==> config.mk <==
export PLATFORM = sky130hd
export DESIGN_NAME = percent_decoder
export DESIGN_NICKNAME = d
export VERILOG_FILES = /design/src/pdec_pkg.sv /design/src/pdec_front.sv /design/src/pdec_fifo.sv /design/src/pdec_back.sv /design/src/percent_decoder.sv
export VERILOG_INCLUDE_DIRS = /design/src /design/src/src
export SDC_FILE = /design/constraint.sdc
export NUM_CORES = 1
export LEC_CHECK = 0
export ABC_AREA = 1
export ABC_CLOCK_PERIOD_IN_PS = 6700
export BUFFER_PORTS_ARGS = -buffer_cell sky130_fd_sc_hd__buf_2
export CORE_MARGIN = 10
export CORE_UTILIZATION = 55
export CTS_CLUSTER_SIZE = 16
export DETAILED_ROUTE_END_ITERATION = 8
export PLACE_DENSITY = 0.73
export REMOVE_ABC_BUFFERS = 1
export SETUP_SLACK_MARGIN = 0.15
export SYNTH_ARGS = -nofsm -noshare
export SYNTH_HDL_FRONTEND = slang
export SYNTH_SLANG_ARGS = --single-unit
==> constraint.sdc <==
create_clock -name clk_i -period 6.7 [get_ports clk_i]
set_input_delay 0.335 -clock clk_i [delete_from_list [all_inputs] [get_ports clk_i]]
set_output_delay 0.335 -clock clk_i [all_outputs]
set_load 0.01 [all_outputs]
==> src/percent_decoder_assert.svh <==
// ----------------------------------------------------------------------------
// Percent decoder assertion macros
// Shared property forms used by the decoder modules.
// ----------------------------------------------------------------------------
`ifndef PERCENT_DECODER_ASSERT_SVH
`define PERCENT_DECODER_ASSERT_SVH

// Same-cycle implication, checked while out of reset.
`define PDEC_ASSERT(name, ante, cons) \
  name: assert property (@(posedge clk_i) disable iff (!rst_ni) (ante) |-> (cons)) \
    else $error("percent decoder assertion failed");

// Next-cycle implication, checked while out of reset.
`define PDEC_ASSERT_NXT(name, ante, cons) \
  name: assert property (@(posedge clk_i) disable iff (!rst_ni) (ante) |=> (cons)) \
    else $error("percent decoder assertion failed");

`endif

==> src/pdec_pkg.sv <==
// ----------------------------------------------------------------------------
// Percent decoder package
// Types, character constants and hex helpers shared by the decoder modules.
// ----------------------------------------------------------------------------
`default_nettype none

package pdec_pkg;

  localparam int unsigned CFG_IDX_W  = 3;
  localparam int unsigned CFG_DATA_W = 64;
  localparam int unsigned MAX_RES    = 3;
  localparam int unsigned Q_PTR_W    = 1;
  localparam int unsigned Q_DEPTH    = 1 << Q_PTR_W;

  localparam logic [CFG_IDX_W-1:0] REG_STRICT = 3'd0;
  localparam logic [CFG_IDX_W-1:0] REG_ALLOW0 = 3'd1;
  localparam logic [CFG_IDX_W-1:0] REG_ALLOW1 = 3'd2;
  localparam logic [CFG_IDX_W-1:0] REG_ALLOW2 = 3'd3;
  localparam logic [CFG_IDX_W-1:0] REG_ALLOW3 = 3'd4;

  localparam logic [CFG_DATA_W-1:0] ALLOW0_RST = 64'h03FF_6000_0000_0000;
  localparam logic [CFG_DATA_W-1:0] ALLOW1_RST = 64'h47FF_FFFE_87FF_FFFE;
  localparam logic [CFG_DATA_W-1:0] ALLOW2_RST = 64'h0;
  localparam logic [CFG_DATA_W-1:0] ALLOW3_RST = 64'h0;

  localparam logic [7:0] CHAR_PCT = 8'h25;
  localparam logic [7:0] CHAR_0   = 8'h30;
  localparam logic [7:0] CHAR_9   = 8'h39;
  localparam logic [7:0] CHAR_LA  = 8'h61;
  localparam logic [7:0] CHAR_LF  = 8'h66;
  localparam logic [7:0] CHAR_UA  = 8'h41;
  localparam logic [7:0] CHAR_UF  = 8'h46;
  localparam logic [7:0] HEX_TEN  = 8'd10;

  typedef enum logic [1:0] {
    ESC_IDLE  = 2'd0,
    ESC_PCT   = 2'd1,
    ESC_DIGIT = 2'd2
  } esc_phase_e;

  // One queue entry: the one to three results caused by a single item.
  // Only the final result may carry last or error.
  typedef struct packed {
    logic [1:0]              cnt;
    logic [MAX_RES-1:0][7:0] data;
    logic                    last;
    logic                    err;
  } pdec_cmd_t;

  function automatic logic is_hex(input logic [7:0] c);
    return (c >= CHAR_0 && c <= CHAR_9) || (c >= CHAR_LA && c <= CHAR_LF) ||
           (c >= CHAR_UA && c <= CHAR_UF);
  endfunction

  function automatic logic [3:0] hex_val(input logic [7:0] c);
    logic [7:0] v;
    v = 8'd0;
    if (c >= CHAR_0 && c <= CHAR_9) begin
      v = c - CHAR_0;
    end else if (c >= CHAR_UA && c <= CHAR_UF) begin
      v = c - CHAR_UA + HEX_TEN;
    end else if (c >= CHAR_LA && c <= CHAR_LF) begin
      v = c - CHAR_LA + HEX_TEN;
    end
    return v[3:0];
  endfunction

endpackage

`default_nettype wire

==> src/pdec_front.sv <==
// ----------------------------------------------------------------------------
// Percent decoder front end
// Holds the configuration, tracks escape state and turns each item that
// gives results into one queue entry describing them.
// ----------------------------------------------------------------------------
`default_nettype none

`include "percent_decoder_assert.svh"

module pdec_front import pdec_pkg::*; (
  input  wire logic                  clk_i,
  input  wire logic                  rst_ni,
  input  wire logic                  cfg_we_i,
  input  wire logic [CFG_IDX_W-1:0]  cfg_index_i,
  input  wire logic [CFG_DATA_W-1:0] cfg_data_i,
  input  wire logic                  in_valid_i,
  output logic                       in_ready_o,
  input  wire logic [7:0]            in_byte_i,
  input  wire logic                  in_last_i,
  output logic                       cmd_valid_o,
  input  wire logic                  cmd_ready_i,
  output pdec_cmd_t                  cmd_o
);

  logic                  strict_q;
  logic [CFG_DATA_W-1:0] allow0_q, allow1_q, allow2_q, allow3_q;
  esc_phase_e            phase_q, phase_d;
  logic [7:0]            held_q, held_d;
  logic                  disc_q, disc_d;

  logic [4*CFG_DATA_W-1:0] allow_vec;
  logic                    allowed;
  logic                    b_hex;
  logic                    b_pct;
  logic [7:0]              decoded;
  logic                    in_fire;
  logic                    fail;
  logic                    replay;
  logic [1:0]              n;
  pdec_cmd_t               cmd;

  assign allow_vec = {allow3_q, allow2_q, allow1_q, allow0_q};
  assign allowed   = allow_vec[in_byte_i];
  assign b_hex     = is_hex(in_byte_i);
  assign b_pct     = (in_byte_i == CHAR_PCT);
  assign decoded   = {hex_val(held_q), hex_val(in_byte_i)};

  assign in_ready_o  = cmd_ready_i;
  assign in_fire     = in_valid_i && in_ready_o;
  assign cmd_valid_o = in_valid_i && (cmd.cnt != 2'd0);
  assign cmd_o       = cmd;

  always_comb begin
    phase_d = phase_q;
    held_d  = held_q;
    disc_d  = disc_q;
    cmd     = '0;
    n       = 2'd0;
    fail    = 1'b0;
    replay  = 1'b0;
    if (disc_q) begin
      phase_d = ESC_IDLE;
      if (in_last_i) begin
        disc_d = 1'b0;
      end
    end else if (strict_q) begin
      unique case (phase_q)
        ESC_PCT: begin
          if (b_hex && !in_last_i) begin
            held_d  = in_byte_i;
            phase_d = ESC_DIGIT;
          end else begin
            fail = 1'b1;
          end
        end
        ESC_DIGIT: begin
          if (b_hex) begin
            cmd.data[0] = decoded;
            n           = 2'd1;
            phase_d     = ESC_IDLE;
          end else begin
            fail = 1'b1;
          end
        end
        default: begin
          if (b_pct) begin
            if (in_last_i) begin
              fail = 1'b1;
            end else begin
              phase_d = ESC_PCT;
            end
          end else if (allowed) begin
            cmd.data[0] = in_byte_i;
            n           = 2'd1;
            phase_d     = ESC_IDLE;
          end else begin
            fail = 1'b1;
          end
        end
      endcase
      if (fail) begin
        cmd.data[0] = 8'd0;
        n           = 2'd1;
        phase_d     = ESC_IDLE;
        disc_d      = !in_last_i;
      end
    end else begin
      unique case (phase_q)
        ESC_PCT: begin
          if (b_hex) begin
            if (in_last_i) begin
              cmd.data[0] = CHAR_PCT;
              cmd.data[1] = in_byte_i;
              n           = 2'd2;
              phase_d     = ESC_IDLE;
            end else begin
              held_d  = in_byte_i;
              phase_d = ESC_DIGIT;
            end
          end else begin
            cmd.data[0] = CHAR_PCT;
            n           = 2'd1;
            replay      = 1'b1;
          end
        end
        ESC_DIGIT: begin
          if (b_hex) begin
            cmd.data[0] = decoded;
            n           = 2'd1;
            phase_d     = ESC_IDLE;
          end else begin
            cmd.data[0] = CHAR_PCT;
            cmd.data[1] = held_q;
            n           = 2'd2;
            replay      = 1'b1;
          end
        end
        default: begin
          replay = 1'b1;
        end
      endcase
      // The current byte is handled afresh as if no escape were pending.
      if (replay) begin
        if (b_pct && !in_last_i) begin
          phase_d = ESC_PCT;
        end else begin
          cmd.data[n] = in_byte_i;
          n           = n + 2'd1;
          phase_d     = ESC_IDLE;
        end
      end
    end
    cmd.cnt  = n;
    cmd.last = fail || in_last_i;
    cmd.err  = fail;
  end

  always_ff @(posedge clk_i or negedge rst_ni) begin
    if (!rst_ni) begin
      strict_q <= 1'b0;
      allow0_q <= ALLOW0_RST;
      allow1_q <= ALLOW1_RST;
      allow2_q <= ALLOW2_RST;
      allow3_q <= ALLOW3_RST;
    end else if (cfg_we_i) begin
      unique case (cfg_index_i)
        REG_STRICT: strict_q <= cfg_data_i[0];
        REG_ALLOW0: allow0_q <= cfg_data_i;
        REG_ALLOW1: allow1_q <= cfg_data_i;
        REG_ALLOW2: allow2_q <= cfg_data_i;
        REG_ALLOW3: allow3_q <= cfg_data_i;
        default: ;
      endcase
    end
  end

  always_ff @(posedge clk_i or negedge rst_ni) begin
    if (!rst_ni) begin
      phase_q <= ESC_IDLE;
      held_q  <= 8'd0;
      disc_q  <= 1'b0;
    end else if (in_fire) begin
      phase_q <= phase_d;
      held_q  <= held_d;
      disc_q  <= disc_d;
    end
  end

  `PDEC_ASSERT(a_disc_no_escape, disc_q, phase_q == ESC_IDLE)

endmodule

`default_nettype wire

==> src/pdec_fifo.sv <==
// ----------------------------------------------------------------------------
// Percent decoder command queue
// Two-entry queue that decouples the front end from the output stage.
// ----------------------------------------------------------------------------
`default_nettype none

`include "percent_decoder_assert.svh"

module pdec_fifo import pdec_pkg::*; (
  input  wire logic       clk_i,
  input  wire logic       rst_ni,
  input  wire logic       push_valid_i,
  output logic            push_ready_o,
  input  wire pdec_cmd_t  push_data_i,
  output logic            pop_valid_o,
  input  wire logic       pop_i,
  output pdec_cmd_t       pop_data_o
);

  pdec_cmd_t            mem_q [Q_DEPTH];
  logic [Q_PTR_W-1:0]   wr_ptr_q, rd_ptr_q;
  logic [Q_PTR_W:0]     count_q, count_d;
  logic                 push;
  logic                 pop;

  assign push_ready_o = (count_q != Q_DEPTH[Q_PTR_W:0]);
  assign pop_valid_o  = (count_q != '0);
  assign push         = push_valid_i && push_ready_o;
  assign pop          = pop_i && pop_valid_o;
  assign pop_data_o   = mem_q[rd_ptr_q];

  always_comb begin
    count_d = count_q;
    case ({push, pop})
      2'b10:   count_d = count_q + 1'b1;
      2'b01:   count_d = count_q - 1'b1;
      default: count_d = count_q;
    endcase
  end

  always_ff @(posedge clk_i or negedge rst_ni) begin
    if (!rst_ni) begin
      wr_ptr_q <= '0;
      rd_ptr_q <= '0;
      count_q  <= '0;
    end else begin
      count_q <= count_d;
      if (push) begin
        wr_ptr_q <= wr_ptr_q + 1'b1;
      end
      if (pop) begin
        rd_ptr_q <= rd_ptr_q + 1'b1;
      end
    end
  end

  always_ff @(posedge clk_i) begin
    if (push) begin
      mem_q[wr_ptr_q] <= push_data_i;
    end
  end

  `PDEC_ASSERT(a_count_bound, 1'b1, count_q <= Q_DEPTH[Q_PTR_W:0])
  `PDEC_ASSERT_NXT(a_push_fills, push && !pop, count_q != '0)
  `PDEC_ASSERT(a_entry_nonempty, pop_valid_o, pop_data_o.cnt != 2'd0)

endmodule

`default_nettype wire

==> src/pdec_back.sv <==
// ----------------------------------------------------------------------------
// Percent decoder output stage
// Expands each queue entry into its results, one result per cycle while the
// receiver is ready, into the output register.
// ----------------------------------------------------------------------------
`default_nettype none

`include "percent_decoder_assert.svh"

module pdec_back import pdec_pkg::*; (
  input  wire logic       clk_i,
  input  wire logic       rst_ni,
  input  wire logic       head_valid_i,
  input  wire pdec_cmd_t  head_i,
  output logic            pop_o,
  output logic            out_valid_o,
  input  wire logic       out_ready_i,
  output logic [7:0]      out_byte_o,
  output logic            out_last_o,
  output logic            decode_error_o
);

  logic       out_valid_q;
  logic [7:0] byte_q;
  logic       last_q;
  logic       err_q;
  logic [1:0] sub_q;
  logic       load;
  logic       final_sel;

  assign load      = head_valid_i && (!out_valid_q || out_ready_i);
  assign final_sel = (sub_q == head_i.cnt - 2'd1);
  assign pop_o     = load && final_sel;

  assign out_valid_o    = out_valid_q;
  assign out_byte_o     = byte_q;
  assign out_last_o     = last_q;
  assign decode_error_o = err_q;

  always_ff @(posedge clk_i or negedge rst_ni) begin
    if (!rst_ni) begin
      out_valid_q <= 1'b0;
      sub_q       <= 2'd0;
    end else if (load) begin
      out_valid_q <= 1'b1;
      sub_q       <= final_sel ? 2'd0 : sub_q + 2'd1;
    end else if (out_ready_i) begin
      out_valid_q <= 1'b0;
    end
  end

  always_ff @(posedge clk_i) begin
    if (load) begin
      byte_q <= head_i.data[sub_q];
      last_q <= final_sel && head_i.last;
      err_q  <= final_sel && head_i.err;
    end
  end

  `PDEC_ASSERT(a_err_is_last, out_valid_q && err_q, last_q && (byte_q == 8'd0))
  `PDEC_ASSERT(a_sub_in_range, head_valid_i, sub_q < head_i.cnt)

endmodule

`default_nettype wire

==> src/percent_decoder.sv <==
// ----------------------------------------------------------------------------
// Percent decoder
// Streaming URL percent decoder, one encoded byte per input item.
// ----------------------------------------------------------------------------
// Input items carry one raw byte and a flag for the last byte of a string;
// output items carry a decoded byte, a last flag and an error flag. Both
// channels use valid and ready. Registers are written through cfg_we_i,
// cfg_index_i and cfg_data_i; the user must do so only while the block is
// idle, which the block itself does not enforce. Items with no result or
// one result let plain text and escapes stream at one byte per cycle while
// the receiver keeps up. A broken escape in permissive mode gives one to
// three results; the output stage sends one result per cycle while the
// receiver is ready, which sets the rate for such items.
// A two-entry queue sits between the front end and the output register, so
// input is taken while a result waits. When the receiver stalls, the output
// register holds, the queue fills and in_ready_o drops after two entries.
// Reset empties the queue and output, clears the escape state and restores
// the register defaults; there is no start-up sweep.
// ----------------------------------------------------------------------------
`default_nettype none

module percent_decoder import pdec_pkg::*; (
  input  wire logic                  clk_i,
  input  wire logic                  rst_ni,
  input  wire logic                  cfg_we_i,
  input  wire logic [CFG_IDX_W-1:0]  cfg_index_i,
  input  wire logic [CFG_DATA_W-1:0] cfg_data_i,
  input  wire logic                  in_valid_i,
  output logic                       in_ready_o,
  input  wire logic [7:0]            in_byte_i,
  input  wire logic                  in_last_i,
  output logic                       out_valid_o,
  input  wire logic                  out_ready_i,
  output logic [7:0]                 out_byte_o,
  output logic                       out_last_o,
  output logic                       decode_error_o
);

  logic      cmd_valid;
  logic      cmd_ready;
  pdec_cmd_t cmd;
  logic      head_valid;
  pdec_cmd_t head;
  logic      pop;

  pdec_front u_front (
    .clk_i       (clk_i),
    .rst_ni      (rst_ni),
    .cfg_we_i    (cfg_we_i),
    .cfg_index_i (cfg_index_i),
    .cfg_data_i  (cfg_data_i),
    .in_valid_i  (in_valid_i),
    .in_ready_o  (in_ready_o),
    .in_byte_i   (in_byte_i),
    .in_last_i   (in_last_i),
    .cmd_valid_o (cmd_valid),
    .cmd_ready_i (cmd_ready),
    .cmd_o       (cmd)
  );

  pdec_fifo u_fifo (
    .clk_i        (clk_i),
    .rst_ni       (rst_ni),
    .push_valid_i (cmd_valid),
    .push_ready_o (cmd_ready),
    .push_data_i  (cmd),
    .pop_valid_o  (head_valid),
    .pop_i        (pop),
    .pop_data_o   (head)
  );

  pdec_back u_back (
    .clk_i          (clk_i),
    .rst_ni         (rst_ni),
    .head_valid_i   (head_valid),
    .head_i         (head),
    .pop_o          (pop),
    .out_valid_o    (out_valid_o),
    .out_ready_i    (out_ready_i),
    .out_byte_o     (out_byte_o),
    .out_last_o     (out_last_o),
    .decode_error_o (decode_error_o)
  );

endmodule

`default_nettype wire

==> results.toml <==
[floorplan]
fp-row-count = 63
ioPinCount = 93
die_y_um = 194
start_util_pct = 56.1
die_area_um2 = 37800
core_um2 = 29800
die_x_um = 194

[final_layout]
layout_commonest_cell = "nand2_1"
multi_input_area_um2 = 6470
drive_gt1_share_pct = 11.9
mostFrequentLayoutCells = "nand2_1 (607), o21ai_0 (361), dfrtp_1 (209)"
final_cell_area_um2 = 18500
insertedDiodeCount = 0
synthToLayoutAreaGrowth_pct = 10.9
n_fill_cell = 2681
final_nets = 2200
regArea_um2 = 8950

[clocking]
post_cts_buffers = 0
clock_path_buffers = 3
cts.repair.resized = 0
cts_root_buffer = "clkbuf_16"
clk_latency_ns = 0.53
cts_sinks = 341
clk_pin_slew_ns = 0.06
postCtsHoldBufs = 1
cts_tree = "built"
cts_buffers = 37
htree_levels = 2

[critical_path]
worstPathArrival_ns = 4.60
cpMostUsedCell = "inv_1"
crit_chain = "buf_4 > inv_4 > ha_1 > o21ai_0 > nand2_1 > nand2_1 > nand2_4 > nor2_4 > inv_1 > a21oi_1 > inv_1 > ha_1 > o21ai_0 > a21oi_1 > or2_1 > nand3_1 > inv_1"
slowest_stage = "inv_1"
critical_path_depth = 17
start_kind = "primary input"
timing.rr.start = "u_fifo.rd_ptr_q"
critPathKind = "in -> reg"
crit_fanout = 64
reg2regPathDepth = 10
timing.critical_path.required_ns = 6.82
max_stage_delay_ns = 0.80
end_kind = "flip-flop"
critPathLaunch = "in_byte_i[0]"
worst-path-buf-inv = 5
crit_family = "buffers and inverters"

[routing]
avgRoutedWirePerCell_um = 16.5
wirelength_um = 41600
ant_nets = 0
num_vias = 13700
drc_errors = 0
drtPass1Iterations = 5
viasPerCell = 5.45
first_iter_violations = 1225

[logic_synthesis]
ys_warn_count = 0
yosysSeqAreaShare_pct = 53.5
ys_types = 44
synthesis.area_um2 = 16700
synth_cells = 2086
ys_seq_elements = 341
avgSynthCellArea_um2 = 8.01

[global_routing]
grt_overflow = 0
grt_pass1_wl_um = 69500
grt_pass1_vias = 13600
grt_antenna_before_repair = 0
track_usage_pct = 21.7
grt_max_degree = 137

[sta]
finalSetupViolCount = 0
worstMarginPinSlew_ns = 1.21
hold_violations = 0
fin_hold_ws_ns = 0.0211
fmax_ghz = 0.224
max_slew_margin_pct = 19.5
maxSlewViolCount = 0
fin_tns_setup_ns = 0
fin_skew_ns = 0.0217
period_needed_ns = 4.47
layout_worst_path_cycle_share_pct = 66.8
rsz0062_at_grt = "no"

[placement]
post_dp_cell_area_um2 = 17200
port_buffers = 92
gp_congestion = 0.940
dp_hpwl_um = 26400

[power]
power_density_nw_per_um2 = 333
power.internal_mw = 4.37
power_mw = 6.18
seqPwrFrac_pct = 46.6
p_clk_share_pct = 34.8
switching_share_pct = 29.2
combPwrFrac_pct = 18.6
switchingPower_mw = 1.80
max-vdd-ir-drop_mv = 0.203
cellLeakagePower_nw = 8.80

[run_status]
status = "completed"

[hold_path]
worstHoldStart = "out_ready_i"
whs_path_depth = 2
hp-class = "in -> reg"

[job]
maxCapViolations = 0
==> logic make-up (layout without fill, tap and decap cells) <==
kind of cell,Yosys count,after routing,share of synthesized area [%]
flip-flops,341,341,53.5
buffers and inverters,324,372,8.04
multiplexers,2,2,0.120
XOR/XNOR,10,10,0.524
AND/OR/NAND/NOR,952,952,23.0
adder cells (fa/ha/maj),12,12,0.898
AO/OA/AOI/OAI,445,445,13.9
==> metrics by stage <==
step | setup WS (ns) | util, % | std cells
2_1_floorplan | 2.31 | - | 1962
3_3_place_gp | 1.77 | 57.8 | 2457
3_5_place_dp | 1.72 | 57.8 | 2457
4_1_cts | 2.23 | 62.2 | 2524
5_1_grt | 1.66 | 62.2 | 2524
6_report | 2.23 | 62.2 | 2524
==> cell usage after synthesis, drive strengths merged <==
| library cell | instances | area share, % |
|---|---|---|
| nand2 | 612 | 14 |
| o21ai | 374 | 11 |
| dfrtp | 209 | 31 |
| inv | 197 | 4.4 |
| nor2 | 181 | 4.2 |
| nand3 | 131 | 4.0 |
| clkbuf | 74 | 1.7 |
| dfstp | 66 | 10 |
| edfxtp | 66 | 12 |
| buf | 50 | 1.9 |
| a21oi | 42 | 1.3 |
| nor3 | 14 | 0.42 |
| ha | 12 | 0.90 |
| o32ai | 10 | 0.52 |
| xor2 | 9 | 0.47 |
| nand4 | 6 | 0.26 |
| o211ai | 6 | 0.30 |
| or2 | 5 | 0.19 |
| o221ai | 4 | 0.21 |
| a31oi | 3 | 0.11 |
| clkinv | 3 | 0.067 |
| o22ai | 3 | 0.11 |
| mux2i | 2 | 0.12 |
| o31ai | 2 | 0.090 |
| nand2b | 1 | 0.037 |
| nand3b | 1 | 0.045 |
| nor4 | 1 | 0.037 |
| o2111ai | 1 | 0.052 |
| xnor2 | 1 | 0.052 |
==> worst paths after layout <==
kind	end	slack [ns]
min reg2reg	u_fifo.wr_ptr_q	0.48
min	u_back.out_valid_o	0.02
max	u_fifo.mem_q[0][7]	2.23
min in group asynchronous	u_front.allow3_q[55]	0.54
max reg2reg	u_fifo.count_q[1]	3.00
max in group asynchronous	u_front.allow3_q[23]	4.61
==> power groups by stage <==
stage | registers (mW) | logic, mW | clock network (mW)
floorplan | 2.87 | 0.771 | 0
global placement | 2.90 | 1.12 | 0
detailed placement | 2.91 | 1.15 | 0
CTS | 2.88 | 1.16 | 2.17
global route | 2.94 | 1.34 | 2.27
finish | 2.88 | 1.15 | 2.15
==> state kept, by name, summed over array words and instances (netlist names) <==
| signal | cells |
|---|---|
| u_back.decode_error_o | 1 |
| u_back.out_byte_o | 8 |
| u_back.out_last_o | 1 |
| u_back.out_valid_o | 1 |
| u_back.sub_q | 2 |
| u_fifo.count_q | 2 |
| u_fifo.mem_q | 56 |
| u_fifo.rd_ptr_q | 1 |
| u_fifo.wr_ptr_q | 1 |
| u_front.allow0_q | 64 |
| u_front.allow1_q | 64 |
| u_front.allow2_q | 64 |
| u_front.allow3_q | 64 |
| u_front.disc_q | 1 |
| u_front.held_q | 8 |
| u_front.phase_q | 2 |
| u_front.strict_q | 1 |
==> per-layer routing <==
| layer | track usage, % | part of all wire (%) |
|---|---|---|
| met4 | 6.10 | 2.3 |
| met2 | 35.3 | 47 |
| met1 | 29.8 | 45 |
| met3 | 2.98 | 5.1 |
| met5 | 0 | 0 |
==> cell type report <==
type	count	area share [%]
Multi-Input combinational cell	1421	34.9
Clock inverter	7	0.743
Sequential cell	341	48.3
Tap cell	390	2.63
Inverter	200	4.07
Clock buffer	59	6.21
Timing Repair Buffer	106	3.13
No activity file was read; power rests on OpenSTA's default activity.
